### src/design/lla_pkg.sv
package lla_pkg;

	localparam int CNT_W = 13;
	localparam int NRES  = 4;

	localparam logic [7:0] CH_HASH = 8'h23;
	localparam logic [7:0] CH_BSL  = 8'h5c;
	localparam logic [7:0] CH_SP   = 8'h20;
	localparam logic [7:0] CH_TAB  = 8'h09;
	localparam logic [7:0] CH_NL   = 8'h0a;
	localparam logic [7:0] CH_NUL  = 8'h00;

	typedef enum logic [2:0] {
		MODE_NORMAL = 3'b001,
		MODE_ESCAPE = 3'b010,
		MODE_SKIP   = 3'b100
	} mode_t;

	typedef enum logic [1:0] {
		KIND_CHAR     = 2'd0,
		KIND_LINE     = 2'd1,
		KIND_OVERFLOW = 2'd2,
		KIND_END      = 2'd3
	} kind_t;

	typedef struct packed {
		mode_t            mode;
		logic             sp;
		logic [CNT_W-1:0] cnt;
	} state_t;

	typedef struct packed {
		kind_t            kind;
		logic [7:0]       ch;
		logic [CNT_W-1:0] len;
	} res_t;

endpackage

### src/design/lla_step.sv
module lla_step (
	input  logic [7:0]                 in_byte,
	input  logic                       eoi,
	input  lla_pkg::state_t            st,
	input  logic [lla_pkg::CNT_W-1:0]  lim,
	output lla_pkg::state_t            st_nxt,
	output lla_pkg::res_t              res [lla_pkg::NRES],
	output logic [2:0]                 n_res
);

	always_comb begin
		logic [lla_pkg::CNT_W-1:0] c1;
		logic [lla_pkg::CNT_W-1:0] c2;
		logic [2:0]                n;
		st_nxt = st;
		n = 3'd0;
		for (int i = 0; i < lla_pkg::NRES; i++) begin
			res[i] = '0;
		end
		c1 = st.cnt + lla_pkg::CNT_W'(1);
		c2 = st.cnt + lla_pkg::CNT_W'(2);

		if (eoi) begin
			if (st.cnt != '0) begin
				res[n[1:0]] = '{lla_pkg::KIND_LINE, 8'h00,
					st.cnt - lla_pkg::CNT_W'(st.sp)};
				n = n + 3'd1;
			end
			res[n[1:0]] = '{lla_pkg::KIND_END, 8'h00, '0};
			n = n + 3'd1;
			st_nxt = '{lla_pkg::MODE_NORMAL, 1'b0, '0};
		end else begin
			case (st.mode)
				lla_pkg::MODE_SKIP: begin
					if (in_byte == lla_pkg::CH_NL) st_nxt.mode = lla_pkg::MODE_NORMAL;
				end
				lla_pkg::MODE_ESCAPE: begin
					st_nxt.mode = lla_pkg::MODE_NORMAL;
					if (in_byte == lla_pkg::CH_NL) begin
						// continuation onto the next physical line
					end else if (in_byte inside {lla_pkg::CH_SP, lla_pkg::CH_TAB,
							lla_pkg::CH_NUL}) begin
						st_nxt.mode = lla_pkg::MODE_SKIP;
					end else begin
						if (st.sp) begin
							res[n[1:0]] = '{lla_pkg::KIND_CHAR, lla_pkg::CH_SP, '0};
							n = n + 3'd1;
						end
						st_nxt.sp = 1'b0;
						res[n[1:0]] = '{lla_pkg::KIND_CHAR, lla_pkg::CH_BSL, '0};
						n = n + 3'd1;
						if (c1 >= lim) begin
							// backslash hit the limit, its partner is dropped
							res[n[1:0]] = '{lla_pkg::KIND_OVERFLOW, 8'h00, '0};
							n = n + 3'd1;
							st_nxt = '{lla_pkg::MODE_SKIP, 1'b0, '0};
						end else begin
							res[n[1:0]] = '{lla_pkg::KIND_CHAR, in_byte, '0};
							n = n + 3'd1;
							st_nxt.cnt = c2;
							if (c2 >= lim) begin
								res[n[1:0]] = '{lla_pkg::KIND_OVERFLOW, 8'h00, '0};
								n = n + 3'd1;
								st_nxt = '{lla_pkg::MODE_SKIP, 1'b0, '0};
							end
						end
					end
				end
				default: begin
					if (in_byte == lla_pkg::CH_HASH || in_byte == lla_pkg::CH_NL) begin
						if (st.cnt != '0) begin
							res[n[1:0]] = '{lla_pkg::KIND_LINE, 8'h00,
								st.cnt - lla_pkg::CNT_W'(st.sp)};
							n = n + 3'd1;
						end
						st_nxt.sp  = 1'b0;
						st_nxt.cnt = '0;
						if (in_byte == lla_pkg::CH_HASH) st_nxt.mode = lla_pkg::MODE_SKIP;
					end else if (in_byte inside {lla_pkg::CH_SP, lla_pkg::CH_TAB}) begin
						// fold the run, the held space already counts
						if (st.cnt != '0 && !st.sp) begin
							st_nxt.sp  = 1'b1;
							st_nxt.cnt = c1;
							if (c1 >= lim) begin
								res[n[1:0]] = '{lla_pkg::KIND_CHAR, lla_pkg::CH_SP, '0};
								n = n + 3'd1;
								res[n[1:0]] = '{lla_pkg::KIND_OVERFLOW, 8'h00, '0};
								n = n + 3'd1;
								st_nxt = '{lla_pkg::MODE_SKIP, 1'b0, '0};
							end
						end
					end else if (in_byte == lla_pkg::CH_BSL) begin
						st_nxt.mode = lla_pkg::MODE_ESCAPE;
					end else if (in_byte == lla_pkg::CH_NUL) begin
						st_nxt.mode = lla_pkg::MODE_SKIP;
					end else begin
						if (st.sp) begin
							res[n[1:0]] = '{lla_pkg::KIND_CHAR, lla_pkg::CH_SP, '0};
							n = n + 3'd1;
						end
						st_nxt.sp = 1'b0;
						res[n[1:0]] = '{lla_pkg::KIND_CHAR, in_byte, '0};
						n = n + 3'd1;
						st_nxt.cnt = c1;
						if (c1 >= lim) begin
							res[n[1:0]] = '{lla_pkg::KIND_OVERFLOW, 8'h00, '0};
							n = n + 3'd1;
							st_nxt = '{lla_pkg::MODE_SKIP, 1'b0, '0};
						end
					end
				end
			endcase
		end
		n_res = n;
	end

endmodule

### src/design/logical_line_assembler.sv
// a beat's first result is registered and shows in the cycle after acceptance
// throughput: one input beat per cycle while the output is not stalled and
// each beat yields at most one result; a beat with k results (up to 4) holds off
// new beats while its list drains one beat per cycle via a single output register
// reset: parser back to normal mode, empty line, no held space, result list empty,
// max_len back to 256, or to LIMIT_MAX if that is smaller
module logical_line_assembler #(
	parameter int LIMIT_MAX = 4096
) (
	input  logic        clk,
	input  logic        arst_n,
	input  logic        cfg_valid,
	output logic        cfg_ready,
	input  logic [12:0] cfg_data,       // max_len
	input  logic        s_axis_tvalid,
	output logic        s_axis_tready,
	input  logic [7:0]  s_axis_tdata,   // in_byte
	input  logic [0:0]  s_axis_tuser,   // end_of_input
	output logic        m_axis_tvalid,
	input  logic        m_axis_tready,
	output logic [23:0] m_axis_tdata,   // out_char, line_length, zero pad
	output logic [1:0]  m_axis_tuser,   // kind
	output logic        m_axis_tlast    // last
);

	localparam int CW = lla_pkg::CNT_W;
	localparam logic [CW-1:0] LIM_RST = CW'((LIMIT_MAX < 256) ? LIMIT_MAX : 256);

	logic [CW-1:0]   lim_q;
	lla_pkg::state_t st_q;
	lla_pkg::state_t st_nxt;
	lla_pkg::res_t   list_q [lla_pkg::NRES];
	lla_pkg::res_t   res    [lla_pkg::NRES];
	logic [2:0]      n_q;
	logic [2:0]      n_res;
	logic            in_acc;
	logic            out_acc;
	logic [CW-1:0]   lim_wr;

	assign cfg_ready     = 1'b1;
	assign m_axis_tvalid = (n_q != 3'd0);
	assign out_acc       = m_axis_tvalid && m_axis_tready;
	assign s_axis_tready = (n_q == 3'd0) || (n_q == 3'd1 && m_axis_tready);
	assign in_acc        = s_axis_tvalid && s_axis_tready;

	// clamp the written limit once, at write time
	always_comb begin
		if (cfg_data == 13'd0) begin
			lim_wr = CW'(1);
		end else if (32'(cfg_data) > LIMIT_MAX) begin
			lim_wr = CW'(LIMIT_MAX);
		end else begin
			lim_wr = cfg_data;
		end
	end

	lla_step u_step (
		.in_byte (s_axis_tdata),
		.eoi     (s_axis_tuser[0]),
		.st      (st_q),
		.lim     (lim_q),
		.st_nxt  (st_nxt),
		.res     (res),
		.n_res   (n_res)
	);

	always_ff @(posedge clk or negedge arst_n) begin
		if (!arst_n) begin
			lim_q <= LIM_RST;
			st_q  <= '{lla_pkg::MODE_NORMAL, 1'b0, '0};
			n_q   <= 3'd0;
		end else begin
			if (cfg_valid && cfg_ready) lim_q <= lim_wr;
			if (in_acc) st_q <= st_nxt;
			if (in_acc && n_res != 3'd0) begin
				n_q <= n_res;
			end else if (out_acc) begin
				n_q <= n_q - 3'd1;
			end
		end
	end

	// result list, head in slot 0, shifts down as beats leave
	always_ff @(posedge clk) begin
		if (in_acc && n_res != 3'd0) begin
			list_q <= res;
		end else if (out_acc) begin
			for (int i = 0; i < lla_pkg::NRES - 1; i++) begin
				list_q[i] <= list_q[i+1];
			end
		end
	end

	assign m_axis_tuser = list_q[0].kind;
	assign m_axis_tdata = {3'b000, list_q[0].len, list_q[0].ch};
	assign m_axis_tlast = (n_q == 3'd1);

endmodule

### config.mk
export PLATFORM = sky130hd
export DESIGN_NAME = logical_line_assembler
export DESIGN_NICKNAME = d
export VERILOG_FILES = /design/src/design/lla_pkg.sv /design/src/design/lla_step.sv /design/src/design/logical_line_assembler.sv
export SDC_FILE = /design/constraint.sdc
export NUM_CORES = 1
export LEC_CHECK = 0
export BUFFER_PORTS_ARGS = -buffer_cell sky130_fd_sc_hd__buf_2
export CORE_UTILIZATION = 55
export CTS_CLUSTER_DIAMETER = 120
export DETAILED_ROUTE_END_ITERATION = 10
export PLACE_DENSITY_LB_ADDON = 0.08
export SLEW_MARGIN = 20
export SYNTH_ARGS = -nofsm -noshare
export SYNTH_HDL_FRONTEND = slang
export SYNTH_SLANG_ARGS = --single-unit
### constraint.sdc
create_clock -name clk -period 6.57 [get_ports clk]
set_clock_uncertainty 0.2 [all_clocks]
set_input_delay 0.3285 -clock clk [delete_from_list [all_inputs] [get_ports clk]]
set_output_delay 0.3285 -clock clk [all_outputs]
set_load 0.005 [all_outputs]
==> Yosys cells after proc, flatten, opt, wreduce, memory -nomap -nowiden <==
Cells that the tools add are included.
{ "classes": {"div": 0, "multipliers": 0, "shifts": 0, "reduce_logical": 27, "bitwise_logic": 21, "order_cmp": 15, "muxes": 93, "add_sub_neg": 10, "n_eq_ne": 18} }
{ "op_table": {"columns": ["operator", "n"], "rows": [
  ["92-bit two-way mux", 8],
  ["23-bit two-way mux", 18],
  ["23-bit demux with 2-bit select", 6],
  ["88-bit AND", 3],
  ["88-bit inverter", 3],
  ["69-bit two-way mux", 3],
  ["92-bit bitwise mux", 2],
  ["92-bit case mux with 2 select lines", 1],
  ["17-bit two-way mux", 9],
  ["46-bit two-way mux", 3],
  ["3-bit two-way mux", 29],
  ["84-bit AND", 1],
  ["84-bit inverter", 1],
  ["76-bit AND", 1],
  ["76-bit inverter", 1],
  ["14-bit two-way mux", 3],
  ["42-bit two-way mux", 1],
  ["14-bit case mux with 2 select lines", 1],
  ["13-bit greater-or-equal comparator", 2],
  ["13-bit two-way mux", 2],
  ["22-bit two-way mux", 1],
  ["19-bit two-way mux", 1],
  ["3-bit by 1-bit adder with 3-bit output (second input constant)", 6],
  ["3-bit greater-or-equal comparator (second input constant)", 6],
  ["39 further kinds", 72]
]} }
{ "totals": {"latchBits": 0, "n_memories": 0, "reg_bits": 125, "ramBits": 0, "romBits": 0, "in_bits": 27, "wordCells": 201} }

==> Longest topological paths before layout <==
Gate-level depths: netlist of the first run.
{ "logic_depth": {"ltp_word": 23, "depth_mapped": 21, "ltp_nobuf": 18} }

==> By module <==
A second synthesis of the first run with hierarchy kept.
{ "unflattened": {"hier_cells": 821, "hier_area_um2": 8932.3} }
{ "modules_own_cells": {"columns": ["module", "seq_area_each_um2", "instances", "cells_per_inst", "area_per_inst_um2"], "rows": [
  ["logical_line_assembler", 3590.9, 1, 322, 5619.1],
  ["lla_step", 0.0, 1, 499, 3313.2]
]} }

==> Worst setup path after synthesis of the first run <==
No wires, ideal clock.
{ "synth_timing": {"path_kind": "flip-flop to flip-flop", "start": "register st_q[1] in the netlist's numbering", "end": "register list_q[36] in the netlist's numbering, enable pin", "path_slack_ns": 1.025, "path_buffers": 4, "synth_period_minus_slack_ns": 5.545, "t_arrival_ns": 4.939, "stages_incl_launch_ff": 20, "required_time_ns": 5.964, "path_cell_list": "dfrtp_1 > ha_1 > and3_1 > clkbuf_1 > and3_1 > clkbuf_1 > nand3_1 > xnor2_1 > ha_1 > nand4_1 > a2111oi_0 > o2bb2ai_1 > nor2_2 > ha_1 > o21a_1 > a31oi_4 > or2_1 > buf_6 > buf_8 > nand2b_1"} }
{ "synth_between": {"elab_chain_len": 12, "word_cells_on_any_way": 25} }
{ "synth_rtl": {"columns": ["item", "line", "rtl"], "rows": [
  ["start: declaration", "logical_line_assembler.sv:30", "lla_pkg::state_t st_q;"],
  ["start signal: assignment", "logical_line_assembler.sv:70", "st_q <= '{lla_pkg::MODE_NORMAL, 1'b0, '0};"],
  ["start signal: assignment", "logical_line_assembler.sv:74", "if (in_acc) st_q <= st_nxt;"],
  ["13-bit by 1-bit adder with 13-bit output", "lla_step.sv:20", "c1 = st.cnt + lla_pkg::CNT_W'(1);"],
  ["13-bit greater-or-equal comparator", "lla_step.sv:52, lla_step.sv:84, lla_step.sv:105", null],
  ["3-bit two-way mux", "lla_step.sv:105", "if (c1 >= lim) begin"],
  ["3-bit two-way mux", "lla_step.sv:94", "end else if (in_byte == lla_pkg::CH_NUL) begin"],
  ["3-bit two-way mux", "lla_step.sv:92", "end else if (in_byte == lla_pkg::CH_BSL) begin"],
  ["3-bit two-way mux", "lla_step.sv:79", "end else if (in_byte inside {lla_pkg::CH_SP, lla_pkg::CH_TAB}) begin"],
  ["3-bit two-way mux", "lla_step.sv:70", "if (in_byte == lla_pkg::CH_HASH || in_byte == lla_pkg::CH_NL) begin"],
  ["3-bit case mux with 2 select lines", "lla_step.sv:33", "case (st.mode)"],
  ["3-bit two-way mux *", "lla_step.sv:23", "if (eoi) begin"],
  ["3-bit nonzero test *", "logical_line_assembler.sv:85", "if (in_acc && n_res != 3'd0) begin"],
  ["1-bit logical AND *", "logical_line_assembler.sv:85", null],
  ["2-bit nonzero test (no source line) *", null, null],
  ["end signal: assignment", "logical_line_assembler.sv:86", "list_q <= res;"],
  ["end signal: indexed assignment", "logical_line_assembler.sv:89", "list_q[i] <= list_q[i+1];"],
  ["end: declaration", "logical_line_assembler.sv:32", "lla_pkg::res_t list_q [lla_pkg::NRES];"]
]} }
Every way passes the cells marked *; elsewhere a longest branch is shown, timed or not. The select of a mux whose other input is x is not followed.
A chain may end at the register's enable or synchronous reset.

==> Final worst setup path of the first run <==
{ "layout_timing": {"start": "register st_q[2] in the netlist's numbering", "end": "register list_q[59] in the netlist's numbering, enable pin"} }
The elaborated chain is that of the path after synthesis.

==> impl_metrics.ini, run 1 <==
[place]
dpl.hpwl_um = 9046
place_congestion = 0.9200
port_buffers = 52

[timing]
setup_tns_ns = 0
tightestPinTransition_ns = 0.9828
setup_violations = 0
fmax_mhz = 182.7
post-route-period-util_pct = 83.30
max_slew_margin_pct = 34.48
grt_setup_unrepaired = no
hold_violations = 0
final-max-slew-violation-count = 0
finalCriticalPeriod_ns = 5.473
holdWs_ns = 0.01106

[cts]
clockBufferDepth = 2
ctsResizeCount = 0
cts.htree.levels = 3
tritoncts = built
clk-insertion-delay-late_ns = 0.36
root_buffer = clkbuf_8
path_clk_slew_ns = 0.08
numCtsBuffers = 9
clock-sinks = 76
cts_setup_buffers = 0

[routing]
first_pass_iters = 6
met1Wirelength_um = 6102
wl_met2_um = 5563
top_layer = met4
ant_nets = 0
vias_per_cell = 5.851
vias = 4464
wl_met3_um = 686
wl_um = 12510
drc_errors = 0
wl_per_cell_um = 16.39
initialDrtViolationCount = 322

[power]
switchingPower_w = 0.0005853
p_comb_share_pct = 35.4
clockPowerShare_pct = 22.3
power_w = 0.001786
power.static_leakage_nw = 2.589
power.internal_w = 0.001201
power_density_nw_per_um2 = 296.5
netSwitchingFraction_pct = 32.77
vdd_ir_drop_max_mv = 0.1620
power_frac_seq_pct = 42.2

[critical_path]
crit_fanout = 42
critPathMostFrequentCell = ha_1
critical_path_buf_inv_count = 0
crit_path_end_kind = flop
crit_path_max_incr_delay_ns = 0.77
arrival_ns = 5.26
path_cells = ha_1 > and3_1 > and3_1 > nand3_1 > xnor2_1 > ha_1 > nand4_1 > a2111oi_0 > o2bb2ai_1 > nor2_2 > ha_1 > o21a_1 > a31oi_4 > or2_1 > nand2b_2
critPathTopFamily = simple AND/OR/NAND/NOR gates
crit_type = flop to flop
timing.critical_path.from_type = flop
cp_slowest_cell = nand2b_2
critPathRequiredTime_ns = 6.35

[floorplanning]
num_rows = 36
die_area_um2 = 10700
io_pins = 57
core-area_um2 = 9864
initial_core_util_pct = 57.36
fp.dieW_um = 103.4
die_h_um = 103.4

[global_route]
grt_use_total_pct = 25.22
grt_pass1_vias = 4053
grt_max_degree = 44
grt_remaining_overflow = 0
antenna_found_initial = 0
grt_pass1_wl_um = 20400

[logic_synthesis]
ys_types = 67
synth_warnings = 0
synth-async-reset-ratio_pct = 43.42
synth_edf_count = 43
syn_area_per_cell_um2 = 9.245
ys_seq_area_share_pct = 37.46
synth_fa_ha_area_share_pct = 9.509
synth_xor_area_share_pct = 5.108
ys_seq_elements = 76
synth-simple-area-share_pct = 18.93
synth_compound_area_share_pct = 14.84
ys.flop_type = edfxtp_1
muxShareOfSynthArea_pct = 5.086
synth_top_family_by_area = simple AND/OR/NAND/NOR gates
postSynthCellCount = 612
synthesis.area_um2 = 5658

[layout]
nets = 695
final_cell_mix = nand2_1 (58), buf_2 (52), nor2_1 (47)
layout-drive-gt1-share_pct = 16.19
final_common_cell = nand2_1
num_antenna_cells = 0
area_growth_pct = 6.435

[run_status]
status = finished, final reports clean

[run]
max-cap-violations = 0

[min_path]
hold_class = primary input to flop
## logic make-up (layout without fill, tap and decap cells)
kind of cell    Yosys count  count (layout)
fa+ha+maj                43              43
buf+inv                  94             110
flops                    76              76
compound gates          129             129
xor+xnor                 33              33
other cells               2               4
mux                      21              21
simple gates            214             214
## registers in the layout, indices dropped and copies added (netlist names)
register      flops
m_axis_tdata     21
list_q           20
st_q             17
lim_q            13
n_q               3
m_axis_tuser      2
## layer usage
layer	GRT usage, %	vias to the layer above
met5	0	-
met4	8.992	0
met3	3.831	12
met2	37.34	150
met1	37.34	2126
li1	-	2176
## worst min-delay path: cells and delay by family
family,cells,cell delay (ns)
AO/OA/AOI/OAI,1,0.06
buffers and inverters,1,0.09
AND/OR/NAND/NOR,1,0.06
## final cells by class
type                       count  area (um^2)
clock buffer                  11        141.4
clock inverter                 5        76.32
fill                         875         3842
inverter                      32        120.1
multi-input combinational    444         3043
sequential                    76         2120
tap                          133        166.4
timing repair buffer          62        355.3
## power groups by stage
stage / registers [W] / clock network, W / logic, W
3_5_place_dp: 0.000764 / 0 / 0.000627
5_1_grt: 0.000775 / 0.000425 / 0.000716
3_3_place_gp: 0.000758 / 0 / 0.000613
2_1_floorplan: 0.000745 / 0 / 0.000552
4_1_cts: 0.000756 / 0.000406 / 0.000634
6_report: 0.000754 / 0.000399 / 0.000633
## cells in the mapped netlist, drive strengths merged (12+ instances only)
library cell  number  area, um^2
mux2              20       277.8
nor4              12       81.33
o21ai             43       215.2
edfxtp            43        1291
nand2             58       217.7
clkbuf            26       97.59
a21oi             31       155.2
xnor2             19       166.4
ha                43       538.0
xor2              14       122.6
buf               36       287.8
dfrtp             31       775.7
inv               32       120.1
nand3             24       120.1
nor2              48       182.7
nor3              20       100.1
## worst paths after layout
kind	startpoint	end	slack, ns	cells after the start
max	st_q[2]	list_q[59]	1.10	15
min	cfg_data[10]	lim_q[10]	0.01	3
max reg2reg	st_q[2]	list_q[59]	1.10	15
min reg2reg	st_q[14]	st_q[14]	0.32	2
max in group asynchronous	arst_n	n_q[2]	5.32	2
min in group asynchronous	arst_n	lim_q[6]	0.37	2
## through the flow
step,util (%),instance area [um^2],worst slack (ns),std cells
6_report,61.05,6022,1.097,763
5_1_grt,61.05,6022,0.5489,763
3_3_place_gp,58.03,5724,1.366,739
4_1_cts,61.05,6022,1.132,763
2_1_floorplan,-,5665,1.025,614
3_5_place_dp,58.03,5724,1.168,739
## repair_timing
action,CTS,global route
hold buffers,8,0
endpoints found under the hold margin,38,0
endpoints found under the setup margin,0,0
(Power assumes the default switching activity.)
==> run 2, diff against run 1 <==
--- a/config.mk
+++ b/config.mk
@@ -6,7 +6,7 @@
 export NUM_CORES = 1
 export LEC_CHECK = 0
 export BUFFER_PORTS_ARGS = -buffer_cell sky130_fd_sc_hd__buf_2
-export CORE_UTILIZATION = 55
+export CORE_UTILIZATION = 54
 export CTS_CLUSTER_DIAMETER = 120
 export DETAILED_ROUTE_END_ITERATION = 10
 export PLACE_DENSITY_LB_ADDON = 0.08
==> constraint.sdc (replaced) <==
create_clock -name clk -period 4.4 [get_ports clk]
set_clock_uncertainty 0.2 [all_clocks]
set_input_delay 0.22 -clock clk [delete_from_list [all_inputs] [get_ports clk]]
set_output_delay 0.22 -clock clk [all_outputs]
set_load 0.005 [all_outputs]
==> run 2 against run 1 <==
Net effect: flip-flop and latch count unchanged; final cell count increased by 6.3%; non-clock buffer count increased by 45; largest cell class unchanged.
==> impl_metrics.ini, run 2 (synthesis gave the netlist of run 1 again) <==
[run_status]
status = finished, final reports clean

[timing]
finalCriticalPeriod_ns = 4.323
setup_violations = 0
setup_tns_ns = 0
hold_violations = 0
max_slew_margin_pct = 49.38
tightestPinTransition_ns = 0.7593
post-route-period-util_pct = 98.25
fmax_mhz = 231.3
final-max-slew-violation-count = 0

[critical_path]
critPathRequiredTime_ns = 4.32
arrival_ns = 4.25
crit_type = flop to flop
timing.critical_path.from_type = flop
r2r_cells = 19
crit_path_end_kind = flop
crit_fanout = 6

[power]
power.static_leakage_nw = 2.828
power_w = 0.002878
switchingPower_w = 0.0009624
p_comb_share_pct = 40.4
power_density_nw_per_um2 = 436.0
netSwitchingFraction_pct = 33.43
power.internal_w = 0.001916
clockPowerShare_pct = 21.1
vdd_ir_drop_max_mv = 0.3657
power_frac_seq_pct = 38.5

[run]
max-cap-violations = 0

[cts]
clk-insertion-delay-late_ns = 0.36
numCtsBuffers = 9
clock-sinks = 76
tritoncts = built
root_buffer = clkbuf_8
clockBufferDepth = 2
cts.htree.levels = 3
path_clk_slew_ns = 0.09

[layout]
n_fill_cell = 866
nets = 740
layout-drive-gt1-share_pct = 24.15
area_growth_pct = 16.67
final_common_cell = nand2_1
largest_register_ffs = 21
final_cell_mix = nand2_1 (57), buf_2 (52), nor2_1 (43), edfxtp_1 (43), o21ai_0 (42)
num_antenna_cells = 0

[global_route]
grt_use_total_pct = 25.38
grt_remaining_overflow = 0
grt_pass1_vias = 4337
grt_max_degree = 37
antenna_found_initial = 0
grt_pass1_wl_um = 21800

[routing]
initialDrtViolationCount = 335
wl_um = 13990
vias_per_cell = 5.795
vias = 4700
wl_per_cell_um = 17.25
ant_nets = 0
drc_errors = 0
first_pass_iters = 5

[floorplanning]
core-area_um2 = 10230
num_rows = 37
io_pins = 57
fp.dieW_um = 104.4
initial_core_util_pct = 55.30
die_h_um = 104.4
die_area_um2 = 10890

[place]
port_buffers = 52
dpl.hpwl_um = 9842
place_congestion = 0.8479

[min_path]
holdPathStages = 2
hold_class = primary input to flop
run 2: changes by cell type in the layout (fill, tap and decap cells not counted), sizes merged:
cell         before  now
clkinv            2    1
inv              32   33
clkbuf           11   12
dlygate4sd3       8   14
buf              54   91
clkinvlp          1    2
run 2: cell type report:
| cell class | count | area (um^2) | share of cell area, % |
|---|---|---|---|
| Inverter | 32 | 120.1 | 1.820 |
| Clock inverter | 6 | 87.58 | 1.327 |
| Clock buffer | 10 | 127.6 | 1.933 |
| Multi-Input combinational cell | 444 | 3186 | 48.26 |
| Sequential cell | 76 | 2122 | 32.15 |
| Tap cell | 136 | 170.2 | 2.578 |
| Timing Repair Buffer | 107 | 788.3 | 11.94 |
run 2: power groups by stage:
| stage | clock [W] | sequential [W] | combinational (W) |
|---|---|---|---|
| 3_5_place_dp | 0 | 0.00113 | 0.00106 |
| 5_1_grt | 0.000642 | 0.00113 | 0.00127 |
| 2_1_floorplan | 0 | 0.00111 | 0.000841 |
| 6_report | 0.000607 | 0.00111 | 0.00116 |
| 3_3_place_gp | 0 | 0.00111 | 0.00103 |
| 4_1_cts | 0.000611 | 0.00111 | 0.00108 |
run 2: metal layers:
layer	up-vias	part of all wire, %	track usage (%)
li1	2270	-	-
met1	2235	48	37.12
met2	176	45	38.41
met3	19	5.4	3.697
met4	0	1.8	8.367
met5	-	0	0
run 2: worst max-delay path, stage by stage (launching register included):
cell and delay [ns]:
dfrtp_2 0.44, ha_4 0.16, and3_4 0.20, nand2_2 0.07, nor2_2 0.13, nor2b_1 0.06, or2_4 0.25, ha_1 0.18
a21o_1 0.18, a211o_1 0.34, o22a_1 0.24, o31ai_4 0.09, inv_2 0.09, ha_4 0.27, nor2_2 0.04, mux2i_2 0.23
a31oi_4 0.12, or2_4 0.32, clkbuf_16 0.18, mux2_4 0.30
run 2: worst paths after layout:
kind / start / to / slack (ns)
max: st_q[1] / list_q[66] / 0.08
min: cfg_valid / lim_q[8] / 0.009
max reg2reg: st_q[1] / list_q[66] / 0.08
min reg2reg: st_q[14] / st_q[14] / 0.32
max in group asynchronous: arst_n / st_q[1] / 3.21
min in group asynchronous: arst_n / lim_q[10] / 0.26
run 2: stage by stage:
stage               cells  cell area, um^2  worst slack [ns]  hold slack (ns)  util (%)
global route          811             6601          -0.04408          0.04116     64.52
detailed placement    772             6050          -0.01177           0.1326     59.13
finish                811             6601           0.07691         0.009011     64.52
global placement      772             6050           0.07693           0.1305     59.13
CTS                   802             6416           0.02734          0.01285     62.71
floorplan             614             5741          -0.01813          -0.2756         -
run 2: what timing repair did:
action / CTS / global route
hold buffers: 14 / 0
resized for setup: 2 / 19
cloned: 0 / 3
hold endpoints to repair: 43 / 0
setup buffers: 0 / 6
pin swaps: 0 / 10
endpoints found under the setup margin: 18 / 82
==> run 3, diff against run 2 <==
--- a/config.mk
+++ b/config.mk
@@ -9,7 +9,7 @@
 export CORE_UTILIZATION = 54
 export CTS_CLUSTER_DIAMETER = 120
 export DETAILED_ROUTE_END_ITERATION = 10
-export PLACE_DENSITY_LB_ADDON = 0.08
+export PLACE_DENSITY = 0.76
 export SLEW_MARGIN = 20
 export SYNTH_ARGS = -nofsm -noshare
 export SYNTH_HDL_FRONTEND = slang
==> constraint.sdc (replaced) <==
create_clock -name clk -period 4.4 [get_ports clk]
set_clock_uncertainty 0.2 [all_clocks]
set_input_delay 0.22 -clock clk [delete_from_list [all_inputs] [get_ports clk]]
set_output_delay 0.22 -clock clk [all_outputs]
set_load 0.05 [all_outputs]
==> run 3 against run 2 <==
Net effect: global-route usage fell by 0.064 points; final cell count fell by 0.99%; cell area fell by 2.3%; first-iteration DRC count rose by 28%; critical path depth fell by 2; critical endpoint is now list_q[61]; largest cell class unchanged; largest power group unchanged.
==> impl_metrics.ini, run 3 (synthesis gave the netlist of run 1 again) <==
[routing]
vias = 4709
wl_um = 13440
wl_per_cell_um = 16.73
ant_nets = 0
drc_errors = 0
initialDrtViolationCount = 430
first_pass_iters = 5
vias_per_cell = 5.864

[power]
power_w = 0.003182
vdd_ir_drop_max_mv = 0.2990
power.static_leakage_nw = 2.771
power_density_nw_per_um2 = 493.2

[critical_path]
crit_path_end_kind = flop
rrSetupSlack_ns = 0.16
r2r_end = list_q[61]
arrival_ns = 4.15
crit_fanout = 15
crit_type = flop to flop
r2r-start = st_q[1]
crit_start = st_q[1]
crit_path_end = list_q[61]
timing.critical_path.from_type = flop
r2r_cells = 17
critPathRequiredTime_ns = 4.31

[layout]
final_cell_mix = nand2_1 (58), buf_2 (52), nor2_1 (43), edfxtp_1 (43)
final_cell_area_um2 = 6451
layout-drive-gt1-share_pct = 22.64
num_antenna_cells = 0
nets = 732
layout.cells.non_filler = 803
area_growth_pct = 14.02
final_common_cell = nand2_1
largest_register_ffs = 21
utilization_pct = 63.05

[global_route]
met2_usage_pct = 40.96
groute.layer.met1.usage_pct = 33.86
antenna_found_initial = 0
grt_remaining_overflow = 0
grt_use_total_pct = 25.31
gr-usage-met3_pct = 5.326
grt_pass1_vias = 4520
grt_pass1_wl_um = 21760
grt_max_degree = 44
top_usage_layer = met2

[min_path]
hold_class = primary input to flop

[cts]
numCtsBuffers = 9
clk-insertion-delay-late_ns = 0.36
tritoncts = built
path_clk_slew_ns = 0.08
clock-sinks = 76
clockBufferDepth = 2
cts.htree.levels = 3
root_buffer = clkbuf_8

[place]
dpl.hpwl_um = 9813
port_buffers = 52
dp.cells = 769
postPlaceCellArea_um2 = 6027
place_congestion = 0.9474

[timing]
tightestPinTransition_ns = 0.7847
finalCriticalPeriod_ns = 4.236
max_slew_margin_pct = 47.68
final-max-slew-violation-count = 0
post-route-period-util_pct = 96.27
hold_violations = 0
holdWs_ns = 0.02490
setup_violations = 0
fmax_mhz = 236.1

[floorplanning]
die_area_um2 = 10890
core-area_um2 = 10230
initial_core_util_pct = 55.30
num_rows = 37
die_h_um = 104.4
fp.dieW_um = 104.4
io_pins = 57

[run_status]
status = finished, final reports clean

[run]
max-cap-violations = 0
run 3: changes by cell type in the layout (fill, tap and decap cells not counted), moves of 2 or more:
cell       change
buf_4          -4
ha_4           -2
clkbuf_16      -2
ha_1           +3
buf_6          -2
run 3: final cells by class:
class / count / area, um^2
fill: 842 / 3780
multi-input combinational: 444 / 3137
inverter: 32 / 120.1
clock inverter: 6 / 88.84
sequential: 76 / 2122
clock buffer: 10 / 127.6
tap: 136 / 170.2
timing repair buffer: 99 / 685.7
run 3: worst max-delay path, cell delays in order, from the launching register on:
cell and delay [ns]:
dfrtp_2 0.43, buf_4 0.13, ha_1 0.15, nand3_1 0.13
nor2_2 0.21, nand3_1 0.12, xnor2_1 0.18, ha_1 0.31
nand2_1 0.11, a2111oi_4 0.35, o2bb2ai_2 0.18, nor2_4 0.09
ha_1 0.31, o21a_1 0.23, a31oi_4 0.19, or2_4 0.16
buf_12 0.16, mux2_2 0.34
run 3: layer usage:
layer	wire, um	share of wire, %	vias to the layer above
li1	-	-	2252
met2	6210	46	194
met1	6145	46	2244
met5	0	0	-
met3	895	6.7	19
met4	187	1.4	0
run 3: per-stage QoR:
step / setup slack [ns] / setup TNS, ns
after CTS: 0.007748 / 0
after detailed placement: 0.04042 / 0
after global routing: -0.05495 / -0.5925
after floorplan: -0.01902 / -0.7987
after global placement: 0.1731 / 0
final: 0.1643 / 0
run 3: power breakdown:
group | switching (W) | total (W) | internal (W)
combinational | 0.000957 | 0.00148 | 0.000518
sequential | 0.0000693 | 0.00111 | 0.00104
clock | 0.000276 | 0.000595 | 0.000319
total | 0.00130 | 0.00318 | 0.00188
run 3: how the worst min path moves through the flow:
stage           startpoint       end  slack (ns)  depth (start not counted)
5_1_grt        cfg_data[0]  lim_q[0]        0.04                          3
6_report       cfg_data[0]  lim_q[0]        0.02                          3
4_1_cts        cfg_data[0]  lim_q[0]        0.01                          3
3_3_place_gp        arst_n  lim_q[5]        0.13                          1
3_5_place_dp        arst_n  lim_q[5]        0.14                          1
2_1_floorplan       arst_n  lim_q[0]       -0.28                          0
run 3: timing repair:
item	4_1_cts	5_1_grt
setup buffers	0	4
hold buffers	14	0
gates resized for setup	0	12
endpoints found under the setup margin	0	86
endpoints found under the hold margin	43	0
